==> src/als_pkg.sv <==
// Shared types and constants for the acquisition lock sequencer.
// No dependencies; compile first.
`timescale 1ns / 1ps

package als_pkg;

	// Default widths of the time base and the good-frame counter.
	localparam int ALS_TIME_BITS  = 32;
	localparam int ALS_COUNT_BITS = 8;

	// Configuration port geometry.
	localparam int CFG_INDEX_BITS = 3;
	localparam int CFG_DATA_BITS  = 32;

	// Register indexes.
	localparam logic [CFG_INDEX_BITS-1:0] REG_COARSE_BUDGET = 3'd0;
	localparam logic [CFG_INDEX_BITS-1:0] REG_CODE_BUDGET   = 3'd1;
	localparam logic [CFG_INDEX_BITS-1:0] REG_SHAPE_BUDGET  = 3'd2;
	localparam logic [CFG_INDEX_BITS-1:0] REG_STABLE_HOLD   = 3'd3;
	localparam logic [CFG_INDEX_BITS-1:0] REG_TOTAL_BUDGET  = 3'd4;
	localparam logic [CFG_INDEX_BITS-1:0] REG_CAND_FRAMES   = 3'd5;
	localparam logic [CFG_INDEX_BITS-1:0] REG_SHAPE_FRAMES  = 3'd6;
	localparam logic [CFG_INDEX_BITS-1:0] REG_PHASE_FRAMES  = 3'd7;

	// Controller states.
	localparam logic [3:0] S_ENTER  = 4'd0;
	localparam logic [3:0] S_GRID   = 4'd1;
	localparam logic [3:0] S_COARSE = 4'd2;
	localparam logic [3:0] S_CODE   = 4'd3;
	localparam logic [3:0] S_CAND   = 4'd4;
	localparam logic [3:0] S_SHAPE  = 4'd5;
	localparam logic [3:0] S_PHASE  = 4'd6;
	localparam logic [3:0] S_STABLE = 4'd7;
	localparam logic [3:0] S_FAILED = 4'd8;

	// Event codes.
	localparam logic [3:0] E_NONE    = 4'd0;
	localparam logic [3:0] E_MODE    = 4'd1;
	localparam logic [3:0] E_SRC     = 4'd2;
	localparam logic [3:0] E_TOTAL   = 4'd3;
	localparam logic [3:0] E_STAGE   = 4'd4;
	localparam logic [3:0] E_GRID    = 4'd5;
	localparam logic [3:0] E_COARSE  = 4'd6;
	localparam logic [3:0] E_CODE    = 4'd7;
	localparam logic [3:0] E_CAND    = 4'd8;
	localparam logic [3:0] E_REJECT  = 4'd9;
	localparam logic [3:0] E_SHAPE   = 4'd10;
	localparam logic [3:0] E_PHASE   = 4'd11;
	localparam logic [3:0] E_STSTART = 4'd12;
	localparam logic [3:0] E_STRESET = 4'd13;
	localparam logic [3:0] E_PASS    = 4'd14;

	// Smallest passing frequency margin in Q4.12 (0.01 rounded up).
	localparam logic signed [15:0] MARGIN_MIN = 16'sd41;

	typedef struct packed {
		logic [31:0] coarse_ticks;
		logic [31:0] code_ticks;
		logic [31:0] shape_ticks;
		logic [31:0] hold_ticks;
		logic [31:0] total_budget;
		logic [7:0]  cand_frames;
		logic [7:0]  shape_frames;
		logic [7:0]  phase_frames;
	} cfg_t;

	typedef struct packed {
		logic               func;
		logic [31:0]        now_ticks;
		logic               src_change;
		logic               grid_rdy;
		logic               coarse_found;
		logic               freq_code_ready;
		logic signed [15:0] freq_margin;
		logic               shape_ok;
		logic               phase_ok;
	} in_item_t;

	typedef struct packed {
		logic [3:0] state_code;
		logic [3:0] event_code;
		logic       freq_probe_request;
		logic       phase_track_allow;
		logic       stable_flag;
		logic       failed_flag;
	} out_item_t;

endpackage

==> src/als_if.sv <==
// Valid/ready channel interfaces for observation frames and results.
// Depends on als_pkg for the payload types.
`timescale 1ns / 1ps

interface als_in_if import als_pkg::*; ();
	logic     valid;
	logic     ready;
	in_item_t data;

	modport source (output valid, output data, input ready);
	modport sink   (input valid, input data, output ready);
endinterface

interface als_out_if import als_pkg::*; ();
	logic      valid;
	logic      ready;
	out_item_t data;

	modport source (output valid, output data, input ready);
	modport sink   (input valid, input data, output ready);
endinterface

==> src/als_cfg_regs.sv <==
// Configuration register bank: write-only, indexed, reset to defaults.
// Depends on als_pkg.
`timescale 1ns / 1ps

module als_cfg_regs import als_pkg::*; (
	input  logic                      clk,
	input  logic                      arst_n,
	input  logic                      cfg_we,
	input  logic [CFG_INDEX_BITS-1:0] cfg_index,
	input  logic [CFG_DATA_BITS-1:0]  cfg_data,
	output cfg_t                      cfg
);

	cfg_t cfg_q;

	always_ff @(posedge clk or negedge arst_n) begin
		if (!arst_n) begin
			cfg_q.coarse_ticks <= '0;
			cfg_q.code_ticks   <= '0;
			cfg_q.shape_ticks  <= '0;
			cfg_q.hold_ticks   <= '0;
			cfg_q.total_budget <= '0;
			cfg_q.cand_frames  <= 8'd1;
			cfg_q.shape_frames <= 8'd1;
			cfg_q.phase_frames <= 8'd1;
		end else if (cfg_we) begin
			unique case (cfg_index)
				REG_COARSE_BUDGET: cfg_q.coarse_ticks <= cfg_data;
				REG_CODE_BUDGET:   cfg_q.code_ticks   <= cfg_data;
				REG_SHAPE_BUDGET:  cfg_q.shape_ticks  <= cfg_data;
				REG_STABLE_HOLD:   cfg_q.hold_ticks   <= cfg_data;
				REG_TOTAL_BUDGET:  cfg_q.total_budget <= cfg_data;
				REG_CAND_FRAMES:   cfg_q.cand_frames  <= cfg_data[7:0];
				REG_SHAPE_FRAMES:  cfg_q.shape_frames <= cfg_data[7:0];
				REG_PHASE_FRAMES:  cfg_q.phase_frames <= cfg_data[7:0];
				default: ;
			endcase
		end
	end

	assign cfg = cfg_q;

endmodule

==> src/als_step_core.sv <==
// Sequencer state and combinational step logic for one observation frame.
// Depends on als_pkg.
`timescale 1ns / 1ps

module als_step_core import als_pkg::*; #(
	parameter int TIME_BITS  = ALS_TIME_BITS,
	parameter int COUNT_BITS = ALS_COUNT_BITS
) (
	input  logic      clk,
	input  logic      arst_n,
	input  logic      step,
	input  in_item_t  item,
	input  cfg_t      cfg,
	output out_item_t res
);

	// Compare widths wide enough for the time base and 32-bit budgets, and for the count and 8-bit frame counts.
	localparam int WIDE_BITS = (TIME_BITS > 32) ? TIME_BITS : 32;
	localparam int CMP_BITS  = (COUNT_BITS > 8) ? COUNT_BITS : 8;
	localparam logic [COUNT_BITS-1:0] COUNT_MAX = {COUNT_BITS{1'b1}};

	logic [3:0]            st_q, st_d;
	logic [TIME_BITS-1:0]  start_q, start_d;
	logic [TIME_BITS-1:0]  deadline_q, deadline_d;
	logic [TIME_BITS-1:0]  hold_q, hold_d;
	logic [COUNT_BITS-1:0] gc_q, gc_d;
	logic [3:0]            pend_q, pend_d;

	logic [TIME_BITS-1:0]  now;
	logic [TIME_BITS-1:0]  stage_diff;
	logic [TIME_BITS-1:0]  total_diff;
	logic [TIME_BITS-1:0]  hold_diff;
	logic [COUNT_BITS-1:0] gc_inc;
	logic                  freq_good;
	logic                  total_over;
	logic                  stage_over;
	logic                  hold_done;

	assign now        = TIME_BITS'(item.now_ticks);
	assign stage_diff = now - deadline_q;
	assign total_diff = now - start_q;
	assign hold_diff  = now - hold_q;
	assign gc_inc     = (gc_q == COUNT_MAX) ? gc_q : gc_q + 1'b1;
	assign freq_good  = item.freq_code_ready && (item.freq_margin >= MARGIN_MIN);
	assign total_over = WIDE_BITS'(total_diff) > WIDE_BITS'(cfg.total_budget);
	assign stage_over = (stage_diff != '0) && !stage_diff[TIME_BITS-1];
	assign hold_done  = WIDE_BITS'(hold_diff) >= WIDE_BITS'(cfg.hold_ticks);

	always_comb begin
		logic       go;
		logic [3:0] go_st;
		logic [3:0] go_ev;
		logic [3:0] ev;
		logic       probe;
		logic       allow;
		logic       stable;

		st_d       = st_q;
		start_d    = start_q;
		deadline_d = deadline_q;
		hold_d     = hold_q;
		gc_d       = gc_q;
		pend_d     = E_NONE;
		go         = 1'b0;
		go_st      = st_q;
		go_ev      = E_NONE;
		ev         = pend_q;
		probe      = 1'b0;
		allow      = 1'b0;
		stable     = 1'b0;
		res        = '0;

		if (item.func) begin
			// Restart: everything back to mode enter, event reported next frame.
			st_d    = S_ENTER;
			start_d = now;
			hold_d  = '0;
			gc_d    = '0;
			pend_d  = E_MODE;
		end else begin
			if (item.src_change && st_q != S_ENTER) begin
				go = 1'b1; go_st = S_COARSE; go_ev = E_SRC;
				ev = E_SRC;
				probe = 1'b1;
			end else if (total_over && st_q != S_STABLE) begin
				go = 1'b1; go_st = S_FAILED; go_ev = E_TOTAL;
				ev = E_TOTAL;
			end else if (st_q != S_ENTER && st_q != S_FAILED && st_q != S_STABLE
			             && stage_over) begin
				go = 1'b1; go_st = S_FAILED; go_ev = E_STAGE;
				ev = E_STAGE;
			end else begin
				unique case (st_q)
					S_ENTER: begin
						if (item.grid_rdy) begin
							go = 1'b1; go_st = S_GRID; go_ev = E_GRID;
						end
					end
					S_GRID: begin
						go = 1'b1; go_st = S_COARSE; go_ev = E_COARSE;
					end
					S_COARSE: begin
						probe = 1'b1;
						if (item.coarse_found) begin
							go = 1'b1; go_st = S_CODE; go_ev = E_CODE;
						end
					end
					S_CODE: begin
						probe = 1'b1;
						if (freq_good) begin
							gc_d = gc_inc;
							if (CMP_BITS'(gc_inc) >= CMP_BITS'(cfg.cand_frames)) begin
								go = 1'b1; go_st = S_CAND; go_ev = E_CAND;
							end
						end else begin
							gc_d = '0;
						end
					end
					S_CAND: begin
						if (freq_good) begin
							gc_d = gc_inc;
							if (CMP_BITS'(gc_inc) >= CMP_BITS'(cfg.cand_frames)) begin
								go = 1'b1; go_st = S_SHAPE; go_ev = E_SHAPE;
							end
						end else begin
							go = 1'b1; go_st = S_CODE; go_ev = E_REJECT;
						end
					end
					S_SHAPE: begin
						if (item.shape_ok) begin
							gc_d = gc_inc;
							if (CMP_BITS'(gc_inc) >= CMP_BITS'(cfg.shape_frames)) begin
								go = 1'b1; go_st = S_PHASE; go_ev = E_PHASE;
							end
						end else begin
							gc_d = '0;
						end
					end
					S_PHASE: begin
						allow = 1'b1;
						if (item.phase_ok) begin
							gc_d = gc_inc;
							if (CMP_BITS'(gc_inc) >= CMP_BITS'(cfg.phase_frames)) begin
								go = 1'b1; go_st = S_STABLE; go_ev = E_STSTART;
							end
						end else begin
							gc_d = '0;
						end
					end
					S_STABLE: begin
						allow = 1'b1;
						if (!item.shape_ok || !item.phase_ok) begin
							go = 1'b1; go_st = S_PHASE; go_ev = E_STRESET;
						end else if (hold_done) begin
							stable = 1'b1;
							ev = E_PASS;
						end
					end
					default: ;
				endcase
			end

			// Take the transition: clear the run count; arm the new deadline (none for failed) and, for stable, the hold start.
			if (go) begin
				st_d   = go_st;
				gc_d   = '0;
				pend_d = go_ev;
				case (go_st)
					S_GRID, S_COARSE: deadline_d = now + TIME_BITS'(cfg.coarse_ticks);
					S_CODE, S_CAND:   deadline_d = now + TIME_BITS'(cfg.code_ticks);
					S_SHAPE, S_PHASE: deadline_d = now + TIME_BITS'(cfg.shape_ticks);
					S_STABLE: begin
						hold_d     = now;
						deadline_d = now + TIME_BITS'(cfg.hold_ticks);
					end
					default: ;
				endcase
			end

			res.state_code         = st_d;
			res.event_code         = ev;
			res.freq_probe_request = probe;
			res.phase_track_allow  = allow;
			res.stable_flag        = stable;
			res.failed_flag        = (st_d == S_FAILED);
		end
	end

	always_ff @(posedge clk or negedge arst_n) begin
		if (!arst_n) begin
			st_q       <= S_ENTER;
			start_q    <= '0;
			deadline_q <= '0;
			hold_q     <= '0;
			gc_q       <= '0;
			pend_q     <= E_MODE;
		end else if (step) begin
			st_q       <= st_d;
			start_q    <= start_d;
			deadline_q <= deadline_d;
			hold_q     <= hold_d;
			gc_q       <= gc_d;
			pend_q     <= pend_d;
		end
	end

endmodule

==> src/acquisition_lock_sequencer.sv <==
// Top level of the acquisition lock sequencer: input register, step core,
// result register and configuration bank. Depends on als_pkg, als_if,
// als_cfg_regs and als_step_core.
//
//   channel   direction  handshake     payload
//   in_ch     sink       valid/ready   in_item_t  (one observation frame)
//   out_ch    source     valid/ready   out_item_t (one result per frame)
//   cfg_*     input      cfg_we only   index 3 bits, data 32 bits
//
// Each frame is held in the input register, where the step logic reads it against
// the sequencer state; its result is then registered in the output register.
// One frame per cycle is sustained while out_ch is ready.
// A stalled output holds its result while the input register holds the next
// frame; ready drops only when both are full.
// Reset clears the sequencer to mode enter with the mode enter event pending.
`timescale 1ns / 1ps

module acquisition_lock_sequencer import als_pkg::*; #(
	parameter int TIME_BITS  = ALS_TIME_BITS,
	parameter int COUNT_BITS = ALS_COUNT_BITS
) (
	input  logic                      clk,
	input  logic                      arst_n,
	als_in_if.sink                    in_ch,
	als_out_if.source                 out_ch,
	input  logic                      cfg_we,
	input  logic [CFG_INDEX_BITS-1:0] cfg_index,
	input  logic [CFG_DATA_BITS-1:0]  cfg_data
);

	cfg_t      cfg;
	in_item_t  item_s1;
	logic      valid_s1;
	out_item_t res;
	out_item_t res_s2;
	logic      valid_s2;
	logic      advance;

	// Advance the frame in the input register whenever the result slot is free
	// or is being emptied this cycle.
	assign advance     = valid_s1 && (!valid_s2 || out_ch.ready);
	assign in_ch.ready = !valid_s1 || advance;

	als_cfg_regs u_cfg (
		.clk       (clk),
		.arst_n    (arst_n),
		.cfg_we    (cfg_we),
		.cfg_index (cfg_index),
		.cfg_data  (cfg_data),
		.cfg       (cfg)
	);

	// State moves only when the frame actually advances, so a stall leaves
	// the sequencer untouched.
	als_step_core #(
		.TIME_BITS  (TIME_BITS),
		.COUNT_BITS (COUNT_BITS)
	) u_core (
		.clk    (clk),
		.arst_n (arst_n),
		.step   (advance),
		.item   (item_s1),
		.cfg    (cfg),
		.res    (res)
	);

	// Input register: capture a frame on every accepted transaction.
	always_ff @(posedge clk or negedge arst_n) begin
		if (!arst_n) begin
			valid_s1 <= 1'b0;
		end else if (in_ch.ready) begin
			valid_s1 <= in_ch.valid;
		end
	end

	always_ff @(posedge clk) begin
		if (in_ch.valid && in_ch.ready) begin
			item_s1 <= in_ch.data;
		end
	end

	// Result register: load on advance, drop valid once the transaction completes.
	always_ff @(posedge clk or negedge arst_n) begin
		if (!arst_n) begin
			valid_s2 <= 1'b0;
		end else if (advance) begin
			valid_s2 <= 1'b1;
		end else if (out_ch.ready) begin
			valid_s2 <= 1'b0;
		end
	end

	always_ff @(posedge clk) begin
		if (advance) begin
			res_s2 <= res;
		end
	end

	assign out_ch.valid = valid_s2;
	assign out_ch.data  = res_s2;

endmodule

==> src/flat_wrapper.sv <==
// flat-port wrapper written by rule: the top's interface ports become plain ports
module acquisition_lock_sequencer_flat import als_pkg::*;
#(
	parameter int TIME_BITS  = ALS_TIME_BITS,
	parameter int COUNT_BITS = ALS_COUNT_BITS
)
  (clk, arst_n, cfg_we, cfg_index, cfg_data, in_ch_valid, in_ch_data, in_ch_ready, out_ch_valid, out_ch_data, out_ch_ready);
  als_in_if in_ch_i ();
  als_out_if out_ch_i ();
  input  logic clk;
  input  logic arst_n;
  input  logic cfg_we;
  input  logic [CFG_INDEX_BITS-1:0] cfg_index;
  input  logic [CFG_DATA_BITS-1:0] cfg_data;
  input wire logic [$bits(in_ch_i.valid)-1:0] in_ch_valid;
  input wire logic [$bits(in_ch_i.data)-1:0] in_ch_data;
  output wire logic [$bits(in_ch_i.ready)-1:0] in_ch_ready;
  output wire logic [$bits(out_ch_i.valid)-1:0] out_ch_valid;
  output wire logic [$bits(out_ch_i.data)-1:0] out_ch_data;
  input wire logic [$bits(out_ch_i.ready)-1:0] out_ch_ready;
  assign in_ch_i.valid = in_ch_valid;
  assign in_ch_i.data = in_ch_data;
  assign in_ch_ready = in_ch_i.ready;
  assign out_ch_valid = out_ch_i.valid;
  assign out_ch_data = out_ch_i.data;
  assign out_ch_i.ready = out_ch_ready;
  acquisition_lock_sequencer #(.TIME_BITS(TIME_BITS), .COUNT_BITS(COUNT_BITS)) u_core (.clk(clk), .arst_n(arst_n), .in_ch(in_ch_i), .out_ch(out_ch_i), .cfg_we(cfg_we), .cfg_index(cfg_index), .cfg_data(cfg_data));
endmodule
==> config.mk <==
export PLATFORM = sky130hd
export DESIGN_NAME = acquisition_lock_sequencer_flat
export DESIGN_NICKNAME = d
export VERILOG_FILES = /design/src/als_pkg.sv /design/src/als_if.sv /design/src/als_cfg_regs.sv /design/src/als_step_core.sv /design/src/acquisition_lock_sequencer.sv /design/src/flat_wrapper.sv
export SDC_FILE = /design/constraint.sdc
export NUM_CORES = 1
export LEC_CHECK = 0
export BUFFER_PORTS_ARGS = -buffer_cell sky130_fd_sc_hd__buf_2
export CORE_MARGIN = 8
export CORE_UTILIZATION = 35
export CTS_CLUSTER_DIAMETER = 30
export DETAILED_ROUTE_END_ITERATION = 10
export HOLD_SLACK_MARGIN = 0.03
export SLEW_MARGIN = 30
export SYNTH_ARGS = -nofsm -noshare
export SYNTH_HDL_FRONTEND = slang
export SYNTH_HIERARCHICAL = 1
export SYNTH_SLANG_ARGS = --single-unit
==> constraint.sdc <==
create_clock -name clk -period 11.2 [get_ports clk]
set_input_delay 1.12 -clock clk [delete_from_list [all_inputs] [get_ports clk]]
set_output_delay 1.12 -clock clk [all_outputs]
set_load 0.02 [all_outputs]
==> metrics.csv, run 1 <==
stage,metric,value,unit
status,status,completed,
worst_setup_path,CP max stage delay,450,ps
cells_and_area,# nets final,2783,
worst_setup_path,Reg2Reg Setup Slack,530,ps
placement,PortBufs,108,
sta,Final Cycle Share,95.3,%
clock_tree,CTS max path bufs,3,
worst_setup_path,CP top delay family,compound AO/OA/AOI/OAI gates,
sta,Max Freq,0.0937,GHz
yosys,Main synth FF type,dfrtp_1,
sta,final number of setup-violating endpoints,0,
worst_setup_path,crit path DAT,11210,ps
global_routing,global route total overflow,0,
die,I/O Pins,109,
route,Iter 0 DRT Violations,1433,
power,Max IR drop VDD,133,uV
placement,area post-placement,25300,sq um
route,residual DRC count,0,
cells_and_area,Fillers,6446,
worst_setup_path,type of origin of the critical path,flop,
worst_hold_path,Hold Path Class,in -> async,
sta,worst rel slew slack,29.9,%
worst_setup_path,reg2reg path depth,47,
clock_tree,CTS Root Cell,clkbuf_16,
clock_tree,clk sinks,365,
worst_setup_path,FF-to-FF End,u_core/u_core/deadline_q[30],
route,WL per Instance,20.8,um
worst_setup_path,Critical Path RT,11740,ps
yosys,top post-synthesis cells by area,"dfrtp_1 31%, ha_1 11%, mux2_2 10%",
yosys,Post-Syn Instances,2328,
yosys,Synth Cell Area,23900,sq um
clock_tree,Clock Pin Slew Worst Setup and Hold Paths,50,ps
clock_tree,cts-stage hold buffer count,0,
cells_and_area,non-filler instance count after layout,3417,
worst_setup_path,"most used cell, CP",a21oi_1,
worst_setup_path,RR Startpoint,u_core/item_s1[22],
sta,Fin Clk Skew,35.0,ps
power,P per Cell Area,239,nW/um^2
sta,final hold slack,370,ps
clock_tree,CTS Buf Count,86,
worst_setup_path,total number of cells along the worst setup path,47,
yosys,"Net Count, Synth",2640,
route,drt first pass iters,5,
sta,pins over their slew limit,0,
global_routing,number of global-route vias before repair,19100,
sta,Fin. Hold Viols,0,
clock_tree,"Clk Latency, worst-skew pair",630,ps
die,initial core utilization,35.5,%
yosys,"FFs w/ async S/R, synth",81.6,%
die,floorplan row count,95,
route,DR vias,18800,
yosys,register area share after synthesis,39.7,%
yosys,number of enable flip-flop cells after synthesis,67,
clock_tree,TritonCTS clock tree,built,
global_routing,antenna violations before repair,3,
job,max-cap check violation count,0,
route,final wirelength,71.0,mm
cells_and_area,layout cells sized above 1,21.6,%
worst_setup_path,Worst Setup Path Type,reg -> reg,
die,Core ar.,67300,sq um
yosys,Synth cell types,100,
route,DR vias/cell,5.49,
worst_setup_path,buffers plus inverters on the worst setup path,4,
worst_setup_path,Worst Path Max Fanout,9,
yosys,#FFs+latches synth,365,
yosys,post-synth top area cell,dfrtp_1,
yosys,syn avg cell area,10.2,sq um
placement,Placed Cells,3253,
cells_and_area,final core occ,42.2,%
power,Leakage,12.7,nW
worst_setup_path,CP Capture Type,flop,
die,Die Area,76800,sq um
sta,worst-margin pin slew,1040,ps
die,die width,277,um
global_routing,largest net degree at the start of global routing,116,
route,Routed Antenna Nets,0,
cells_and_area,post-route cell area,28400,sq um
placement,dpl hpwl,52.3,mm
cells_and_area,P&R area growth vs syn,19.1,%
sta,Setup TNS,0,ps
sta,min cycle time layout,10670,ps
global_routing,first-pass GRT wire length,110,mm
worst_setup_path,worst setup path startpoint,u_core/item_s1[22],
yosys,Synth top area share,30.8,%
placement,Routability Congestion,0.892,
yosys,Ys Warns,6,
die,Chip Height,277,um
worst_setup_path,Worst Setup EP,u_core/u_core/deadline_q[30],
clock_tree,H-tree levels,3,
global_routing,GRT Total Usage,18.0,%
worst_setup_path,Slowest cell on crit path,a2111oi_0,
-- layout by cell type (no fill, tap or decap), types with 9 or more instances in the layout --
| master | netlist | layout |
|---|---|---|
| buf_2 | 32 | 107 |
| mux2_1 | 16 | 16 |
| o21bai_1 | 17 | 17 |
| xnor2_1 | 69 | 69 |
| clkinvlp_4 | 0 | 11 |
| inv_1 | 221 | 221 |
| nor2_1 | 108 | 107 |
| and2_1 | 9 | 9 |
| buf_4 | 4 | 28 |
| nor2b_1 | 21 | 21 |
| nand4_1 | 26 | 26 |
| o21ai_0 | 103 | 100 |
| or3_1 | 14 | 13 |
| nand3_1 | 42 | 42 |
| clkbuf_16 | 0 | 88 |
| o31ai_1 | 13 | 13 |
| ha_1 | 213 | 213 |
| nand2_1 | 140 | 140 |
| nor3_1 | 36 | 36 |
| mux2i_1 | 30 | 30 |
| xor2_1 | 24 | 24 |
| a2111oi_0 | 12 | 11 |
| clkbuf_1 | 34 | 11 |
| dfrtp_1 | 294 | 294 |
| clkinv_2 | 0 | 13 |
| a211oi_1 | 19 | 17 |
| a31oi_1 | 12 | 12 |
| nor4_1 | 9 | 9 |
| a21oi_1 | 137 | 136 |
| o21a_1 | 27 | 27 |
| edfxtp_1 | 67 | 67 |
| a21o_1 | 65 | 65 |
| a222oi_1 | 31 | 31 |
| a22o_1 | 39 | 39 |
| mux2_2 | 214 | 214 |
| and3_1 | 18 | 18 |
| clkbuf_8 | 0 | 10 |
| nand2b_1 | 33 | 33 |
-- how the worst min path moves through the flow --
stage / start / slack (ps) / depth (start not counted) / to
after CTS: u_core/u_cfg/cfg[42] / 490 / 1 / u_core/u_cfg/cfg[42]
after detailed placement: u_core/u_cfg/cfg[41] / 480 / 1 / u_core/u_cfg/cfg[41]
final: arst_n / 370 / 1 / u_core/u_cfg/cfg[18]
after floorplan: u_core/u_core/start_q[1] / 450 / 2 / u_core/u_core/start_q[1]
after global routing: arst_n / 380 / 1 / u_core/u_cfg/cfg[18]
after global placement: u_core/u_cfg/cfg[38] / 470 / 1 / u_core/u_cfg/cfg[38]
-- cell usage after synthesis, types with 27 or more instances --
cell      count
dfrtp_1     294
inv_1       221
mux2_2      214
ha_1        213
nand2_1     140
a21oi_1     137
nor2_1      108
o21ai_0     103
xnor2_1      69
edfxtp_1     67
a21o_1       65
nand3_1      42
a22o_1       39
nor3_1       36
clkbuf_1     34
nand2b_1     33
buf_2        32
a222oi_1     31
mux2i_1      30
o21a_1       27
-- registers in the layout, indices dropped and copies added, names as in the netlist --
name and cells:
u_core/u_cfg/cfg 184, u_core/valid_s1 1, u_core/u_core/st_q 4, u_core/out_ch.data 12, u_core/u_core/gc_q 8, u_core/item_s1 55
u_core/u_core/pend_q 4, u_core/u_core/hold_q 32, u_core/u_core/deadline_q 32, u_core/u_core/start_q 32, u_core/out_ch.valid 1
-- through the flow --
step                total power, mW  setup WS (ps)
finish                         6.79            526
detailed placement             4.22            195
floorplan                      3.51           1990
CTS                            6.79            123
global placement               4.18            554
global route                   7.18          -10.1
-- logic make-up after synthesis --
| kind of cell | Yosys count | synth area share (%) |
|---|---|---|
| AO/OA/AOI/OAI | 582 | 16.9 |
| XOR/XNOR | 93 | 3.41 |
| adder cells (fa/ha/maj) | 217 | 11.5 |
| buffers and inverters | 305 | 5.44 |
| flip-flops | 365 | 39.7 |
| multiplexers | 261 | 12.2 |
| AND/OR/NAND/NOR | 505 | 10.9 |
-- repair_timing --
action	4_1_cts	5_1_grt
endpoints found under the setup margin	0	7
buffers inserted	0	1
gates resized for setup	0	11
hold endpoints to repair	0	0
-- layout make-up --
type	count	area, sq um	share of cell area (%)
sequential	365	9470	33.3
clock inverter	51	614	2.16
tap	873	1090	3.84
clock buffer	109	2380	8.38
multi-input combinational	1658	13200	46.4
timing repair buffer	139	827	2.91
antenna	1	2.50	0.00880
inverter	221	830	2.92
-- layer usage --
metal / global-route usage, % / up-vias / share of wire, % / routed length, um
met5: 0 / - / 0.051 / 36
met4: 5.68 / 6 / 2.6 / 1870
met3: 2.89 / 128 / 5.0 / 3530
met2: 30.2 / 506 / 47 / 33400
met1: 23.7 / 9264 / 45 / 32200
li1: - / 8858 / - / -
-- power breakdown --
group / switching [mW] / internal (mW) / leakage (nW)
combinational: 1.45 / 0.996 / 7.01
sequential: 0.184 / 1.63 / 4.27
clock: 0.842 / 1.68 / 1.44
total: 2.48 / 4.31 / 12.7
(Power assumes the default switching activity.)
==> run 2, diff against run 1 <==
--- a/config.mk
+++ b/config.mk
@@ -11,6 +11,7 @@
 export CTS_CLUSTER_DIAMETER = 30
 export DETAILED_ROUTE_END_ITERATION = 10
 export HOLD_SLACK_MARGIN = 0.03
+export MAX_ROUTING_LAYER = met4
 export SLEW_MARGIN = 30
 export SYNTH_ARGS = -nofsm -noshare
 export SYNTH_HDL_FRONTEND = slang
==> run 2 against run 1 <==
  * Sequential share of layout area shrank 0.36 points
  * First-iteration DRC count rose by 0.84%
  * Largest cell class unchanged
  * Combinational power about the same
  * Die area unchanged
  * Via count grew 0.88%
  * Sequential power about the same
  * Register-to-register slack gained 160 ps
  * Clock skew is 3.7 ps higher
==> metrics.csv, run 2 (synthesized netlist as in run 1, its figures left out) <==
stage,metric,value,unit,change
status,status,completed,,
clock_tree,clk sinks,365,,unchanged
worst_setup_path,crit path DAT,11010,ps,-200 ps
worst_setup_path,CP top delay family,compound AO/OA/AOI/OAI gates,,
worst_setup_path,Critical Path RT,11700,ps,-40 ps
clock_tree,CTS Root Cell,clkbuf_16,,
placement,PortBufs,108,,unchanged
power,Max IR drop VDD,156,uV,+17%
worst_setup_path,Slowest cell on crit path,a2111oi_0,,
route,DR vias/cell,5.51,,+0.39%
die,Core ar.,67300,sq um,unchanged
worst_setup_path,Reg2Reg Setup Slack,690,ps,+160 ps
route,final wirelength,71.6,mm,+0.74%
placement,area post-placement,25300,sq um,about the same
placement,dpl hpwl,53.0,mm,+1.3%
sta,min cycle time layout,10510,ps,-163 ps
power,Leakage,12.9,nW,+1.2%
worst_setup_path,CP Capture Type,flop,,
worst_setup_path,buffers plus inverters on the worst setup path,5,,+1
sta,pins over their slew limit,0,,unchanged
clock_tree,CTS max path bufs,3,,unchanged
sta,Fin Clk Skew,38.8,ps,+3.72 ps
placement,Placed Cells,3255,,+0.061%
cells_and_area,post-route cell area,28700,sq um,+1.1%
sta,worst-margin pin slew,927,ps,-113 ps
power,switching power,2.50,mW,+0.68%
sta,final number of setup-violating endpoints,0,,unchanged
global_routing,number of global-route vias before repair,19600,,+2.5%
clock_tree,"Clk Latency, worst-skew pair",630,ps,about the same
worst_setup_path,"most used cell, CP",a21oi_1,,
die,initial core utilization,35.5,%,unchanged
die,Die Area,76800,sq um,unchanged
cells_and_area,final core occ,42.7,%,+0.46 points
clock_tree,Clock Pin Slew Worst Setup and Hold Paths,50,ps,about the same
power,P per Cell Area,246,nW/um^2,+3.1%
global_routing,largest net degree at the start of global routing,88,,-24%
die,Chip Height,277,um,unchanged
route,Routed Antenna Nets,0,,unchanged
global_routing,global route total overflow,0,,unchanged
power,share of total power in the clock network,39.8,%,+2.6 points
sta,Fin. Hold Viols,0,,unchanged
cells_and_area,most frequent cells in the layout,"294 x dfrtp_1, 221 x inv_1, 214 x mux2_2",,
power,Seq pwr share,25.7,%,-1.0 points
sta,Final Cycle Share,93.9,%,-1.5 points
die,die width,277,um,unchanged
sta,Setup TNS,0,ps,unchanged
clock_tree,H-tree levels,3,,unchanged
placement,Routability Congestion,0.902,,+1.2%
cells_and_area,P&R area growth vs syn,20.4,%,
power,Comb pwr share,34.5,%,-1.6 points
job,max-cap check violation count,0,,unchanged
clock_tree,TritonCTS clock tree,built,,
global_routing,GRT Total Usage,18.8,%,+0.74 points
power,sw frac,35.3,%,-1.3 points
cells_and_area,"commonest non-fill, non-tap cell in the layout",dfrtp_1,,
worst_setup_path,Worst Path Max Fanout,8,,-1
route,drt first pass iters,7,,+2
cells_and_area,# nets final,2790,,+0.25%
cells_and_area,layout cells sized above 1,21.8,%,+0.17 points
route,Iter 0 DRT Violations,1445,,+0.84%
worst_hold_path,Hold Path Class,reg -> reg,,
clock_tree,CTS Buf Count,91,,+5.8%
route,DR vias,18900,,+0.88%
route,residual DRC count,0,,unchanged
route,WL per Instance,20.8,um,+0.24%
global_routing,first-pass GRT wire length,112,mm,+1.6%
worst_setup_path,Worst Setup Path Type,reg -> reg,,
cells_and_area,non-filler instance count after layout,3434,,+0.50%
die,floorplan row count,95,,unchanged
worst_setup_path,CP max stage delay,820,ps,+370 ps
sta,worst rel slew slack,36.6,%,+6.7 points
power,Internal,4.58,mW,+6.3%
cells_and_area,max reg flops,184,,unchanged
sta,Max Freq,0.0951,GHz,+1.5%
worst_setup_path,type of origin of the critical path,flop,,
die,I/O Pins,109,,unchanged
global_routing,antenna violations before repair,7,,+4
sta,unrepaired setup endpoints after global routing,false,,
[run 2: changes by cell type in the layout (fill, tap and decap cells not counted), sizes merged]
cell / change
buf: +2
clkinv: -4
clkbuf: -1
diode: +5
bufinv: +11
inv: +3
clkinvlp: +1
[run 2: stage by stage]
stage	worst slack (ps)	power [mW]	hold slack [ps]
after global routing	1.89	7.49	503
after detailed placement	273	4.23	476
after CTS	245	7.10	487
final	688	7.08	483
after floorplan	1990	3.51	450
after global placement	630	4.18	469
[run 2: layout make-up]
cell class | count | area (sq um)
fillers | 6436 | 38500
multi-input cells | 1658 | 13200
flip-flops and latches | 365 | 9470
clock buffers | 108 | 2390
well taps | 873 | 1090
clock inverters | 62 | 937
inverters | 221 | 830
repair buffers | 141 | 806
diodes | 6 | 15.0
[run 2: timing repair]
| action | 4_1_cts | 5_1_grt |
|---|---|---|
| hold buffers | 0 | 0 |
| gates resized for setup | 0 | 8 |
| buffers inserted | 0 | 3 |
| setup endpoints to repair | 0 | 10 |
[run 2: power groups by stage]
| stage | combinational (mW) | sequential (mW) | clock (mW) |
|---|---|---|---|
| after floorplan | 1.76 | 1.75 | 0 |
| after global placement | 2.36 | 1.82 | 0 |
| after detailed placement | 2.40 | 1.83 | 0 |
| after CTS | 2.42 | 1.82 | 2.86 |
| after global routing | 2.70 | 1.85 | 2.94 |
| final | 2.44 | 1.82 | 2.81 |
[run 2: worst paths after layout]
| kind | start | to | cells past startpoint |
|---|---|---|---|
| max | u_core/item_s1[22] | u_core/u_core/deadline_q[30] | 45 |
| min | u_core/u_cfg/cfg[42] | u_core/u_cfg/cfg[42] | 1 |
| max reg2reg | u_core/item_s1[22] | u_core/u_core/deadline_q[30] | 45 |
| min reg2reg | u_core/u_cfg/cfg[42] | u_core/u_cfg/cfg[42] | 1 |
| max in group asynchronous | arst_n | u_core/u_core/start_q[30] | 3 |
| min in group asynchronous | arst_n | u_core/u_cfg/cfg[17] | 1 |
[run 2: per-layer routing]
layer	part of all wire (%)	up-vias	track usage (%)
li1	-	8877	-
met1	46	9400	24.2
met2	47	538	29.9
met3	4.8	113	3.13
met4	2.7	0	6.01
met5	0	-	-
==> run 3, diff against run 2 <==
--- a/config.mk
+++ b/config.mk
@@ -6,12 +6,15 @@
 export NUM_CORES = 1
 export LEC_CHECK = 0
 export BUFFER_PORTS_ARGS = -buffer_cell sky130_fd_sc_hd__buf_2
+export CELL_PAD_IN_SITES_DETAIL_PLACEMENT = 2
+export CELL_PAD_IN_SITES_GLOBAL_PLACEMENT = 2
 export CORE_MARGIN = 8
 export CORE_UTILIZATION = 35
 export CTS_CLUSTER_DIAMETER = 30
 export DETAILED_ROUTE_END_ITERATION = 10
 export HOLD_SLACK_MARGIN = 0.03
 export MAX_ROUTING_LAYER = met4
+export PLACE_DENSITY_LB_ADDON = 0.1
 export SLEW_MARGIN = 30
 export SYNTH_ARGS = -nofsm -noshare
 export SYNTH_HDL_FRONTEND = slang
==> run 3 against run 2 <==
  * Sequential share of layout area is 0.55 points lower
  * Global-route usage is 4.0 points higher
  * Critical path depth did not move
  * Clock power is 9.3% higher
  * Clock skew up 48 ps
  * Flip-flop and latch count is the same
  * Routed wire length is 21% higher
  * Sequential power about the same
  * Total power grew 6.5%
  * Final area is 1.7% higher
  * Critical endpoint unchanged
  * Highest routed layer unchanged
==> metrics.csv, run 3 (synthesized netlist as in run 1, its figures left out) <==
stage,metric,value,unit,change
worst_setup_path,Critical Path RT,11730,ps,+30 ps
worst_setup_path,type of origin of the critical path,flop,,
power,total power,7.54,mW,+6.5%
clock_tree,TritonCTS clock tree,built,,
worst_setup_path,Worst Path Max Fanout,13,,+5
sta,worst rel slew slack,34.0,%,-2.6 points
sta,pins over their slew limit,0,,unchanged
cells_and_area,Fillers,7020,,+9.1%
power,Max IR drop VDD,155,uV,-0.99%
global_routing,number of global-route vias before repair,22200,,+13%
cells_and_area,# nets final,2801,,+0.39%
worst_setup_path,CP max stage delay,470,ps,-350 ps
sta,final number of setup-violating endpoints,0,,unchanged
worst_setup_path,FF-to-FF End,u_core/u_core/deadline_q[30],,
sta,min cycle time layout,10530,ps,+21.0 ps
cells_and_area,"commonest non-fill, non-tap cell in the layout",dfrtp_1,,
route,DR vias,19400,,+2.5%
clock_tree,"Clk Latency, worst-skew pair",680,ps,+50 ps
power,Leakage,13.1,nW,+1.6%
status,status,completed,,
sta,final worst slack,667,ps,-21.0 ps
route,Iter 0 DRT Violations,887,,-39%
route,met2 wire len,40.5,mm,+22%
worst_setup_path,Slowest cell on crit path,a21oi_2,,
die,Core ar.,67300,sq um,unchanged
power,Internal,4.73,mW,+3.4%
power,sw frac,37.2,%,+1.9 points
global_routing,first-pass GRT wire length,133,mm,+19%
worst_setup_path,Reg2Reg Setup Slack,670,ps,-20 ps
die,Die Area,76800,sq um,unchanged
route,final wirelength,86.5,mm,+21%
cells_and_area,P&R area growth vs syn,22.4,%,
power,P per Cell Area,258,nW/um^2,+4.7%
sta,Fin. Hold Viols,0,,unchanged
job,max-cap check violation count,0,,unchanged
route,WL per Instance,25.0,um,+20%
die,floorplan row count,95,,unchanged
sta,Final Cycle Share,94.0,%,+0.19 points
worst_setup_path,RR Startpoint,u_core/item_s1[22],,
placement,Routability Congestion,0.866,,-4.0%
cells_and_area,register area,9470,sq um,unchanged
placement,PortBufs,108,,unchanged
sta,Setup TNS,0,ps,unchanged
placement,pre-CTS setup slack,4.30,ps,-269 ps
worst_setup_path,reg2reg path depth,45,,unchanged
route,WL met3,3.54,mm,+2.4%
power,switching power,2.80,mW,+12%
cells_and_area,layout cells sized above 1,23.0,%,+1.2 points
worst_setup_path,Worst Setup Path Type,reg -> reg,,
power,Seq pwr share,24.0,%,-1.7 points
route,highest routed layer,met4,,
route,Metal-1 WL,39.6,mm,+21%
die,initial core utilization,35.5,%,unchanged
cells_and_area,footprint of the multi-input gates,13200,sq um,+0.40%
cells_and_area,max reg flops,184,,unchanged
worst_hold_path,Hold Path Class,in -> async,,
route,Routed Antenna Nets,0,,unchanged
clock_tree,clk sinks,365,,unchanged
placement,dpl hpwl,64.3,mm,+21%
die,Chip Height,277,um,unchanged
clock_tree,H-tree levels,3,,unchanged
placement,area post-placement,25300,sq um,about the same
worst_setup_path,"most used cell, CP",a21oi_1,,
cells_and_area,final core occ,43.4,%,+0.72 points
global_routing,GRT Total Usage,22.8,%,+4.0 points
cells_and_area,post-route cell area,29200,sq um,+1.7%
sta,worst-margin pin slew,983,ps,+55.2 ps
route,drt first pass iters,7,,unchanged
clock_tree,CTS Root Cell,clkbuf_16,,
sta,Max Freq,0.0949,GHz,-0.20%
cells_and_area,most frequent cells in the layout,"294 x dfrtp_1, 221 x inv_1, 214 x mux2_2",,
route,residual DRC count,0,,unchanged
global_routing,largest net degree at the start of global routing,160,,+82%
cells_and_area,non-filler instance count after layout,3456,,+0.64%
clock_tree,setup bufs post-CTS,0,,unchanged
die,die width,277,um,unchanged
global_routing,global route total overflow,0,,unchanged
worst_setup_path,CP Capture Type,flop,,
global_routing,antenna violations before repair,5,,-2
placement,Placed Cells,3255,,unchanged
sta,final hold slack,434,ps,-48.2 ps
route,DR vias/cell,5.62,,+1.9%
clock_tree,CTS max path bufs,3,,unchanged
power,share of total power in the clock network,40.8,%,+1.0 points
sta,Fin Clk Skew,86.4,ps,+47.7 ps
worst_setup_path,crit path DAT,11060,ps,+50 ps
power,Comb pwr share,35.2,%,+0.7 points
die,I/O Pins,109,,unchanged
clock_tree,CTS Buf Count,104,,+14%
clock_tree,Clock Pin Slew Worst Setup and Hold Paths,50,ps,about the same
==> run 3: cell count changes in the layout (fill, tap and decap cells not counted), moves of 3 or more <==
cell,previous run,this run
clkbuf_1,12,7
clkinv_16,3,6
clkinv_2,12,18
clkbuf_16,91,106
clkinvlp_4,12,20
diode_2,6,3
clkinv_4,3,13
inv_6,7,2
clkbuf_8,5,11
bufinv_16,18,12
buf_4,31,27
==> run 3: layout make-up <==
type | instances | share of cell area [%]
multi-input cells | 1658 | 45.3
flip-flops and latches | 365 | 32.4
clock buffers | 124 | 9.69
well taps | 873 | 3.74
clock inverters | 73 | 3.15
inverters | 221 | 2.84
repair buffers | 139 | 2.82
diodes | 3 | 0.0257
==> run 3: what timing repair did <==
item | in CTS | in global routing
resized for setup | 2 | 16
endpoints found under the setup margin | 2 | 8
hold buffers | 0 | 0
pin swaps | 0 | 1
==> run 3: worst max-delay path by stage <==
| stage | startpoint | end | cells after the start |
|---|---|---|---|
| final | u_core/item_s1[22] | u_core/u_core/deadline_q[30] | 45 |
| after global routing | u_core/item_s1[22] | u_core/u_core/deadline_q[30] | 46 |
| after CTS | u_core/item_s1[22] | u_core/u_core/deadline_q[30] | 46 |
| after detailed placement | u_core/item_s1[22] | u_core/u_core/deadline_q[30] | 44 |
| after global placement | u_core/item_s1[22] | u_core/u_core/deadline_q[31] | 43 |
| after floorplan | u_core/item_s1[22] | u_core/u_core/deadline_q[31] | 45 |
==> run 3: critical path, delay by kind of cell, from the launching register on <==
kind	cells	cell delay (ps)
AOI/OAI and AO/OA	26	6280
adders and majority gates	5	1580
and+or+nand+nor	9	1350
buffers and inverters	3	410
DFF	1	410
muxes	1	260
xor gates and xnor gates	1	100
==> run 3: per-layer routing <==
layer  vias to the layer above  track usage (%)
met3                       182             3.57
li1                       8910                -
met2                       397             36.7
met4                         0             8.27
met5                         -                -
met1                      9919             28.8
==> run 3: power by group through the flow <==
stage | Sequential, mW | Combinational [mW] | Clock, mW
final | 1.81 | 2.65 | 3.07
after global routing | 1.84 | 2.90 | 3.20
after CTS | 1.81 | 2.64 | 3.13
after detailed placement | 1.83 | 2.60 | 0
after global placement | 1.81 | 2.51 | 0
after floorplan | 1.75 | 1.76 | 0
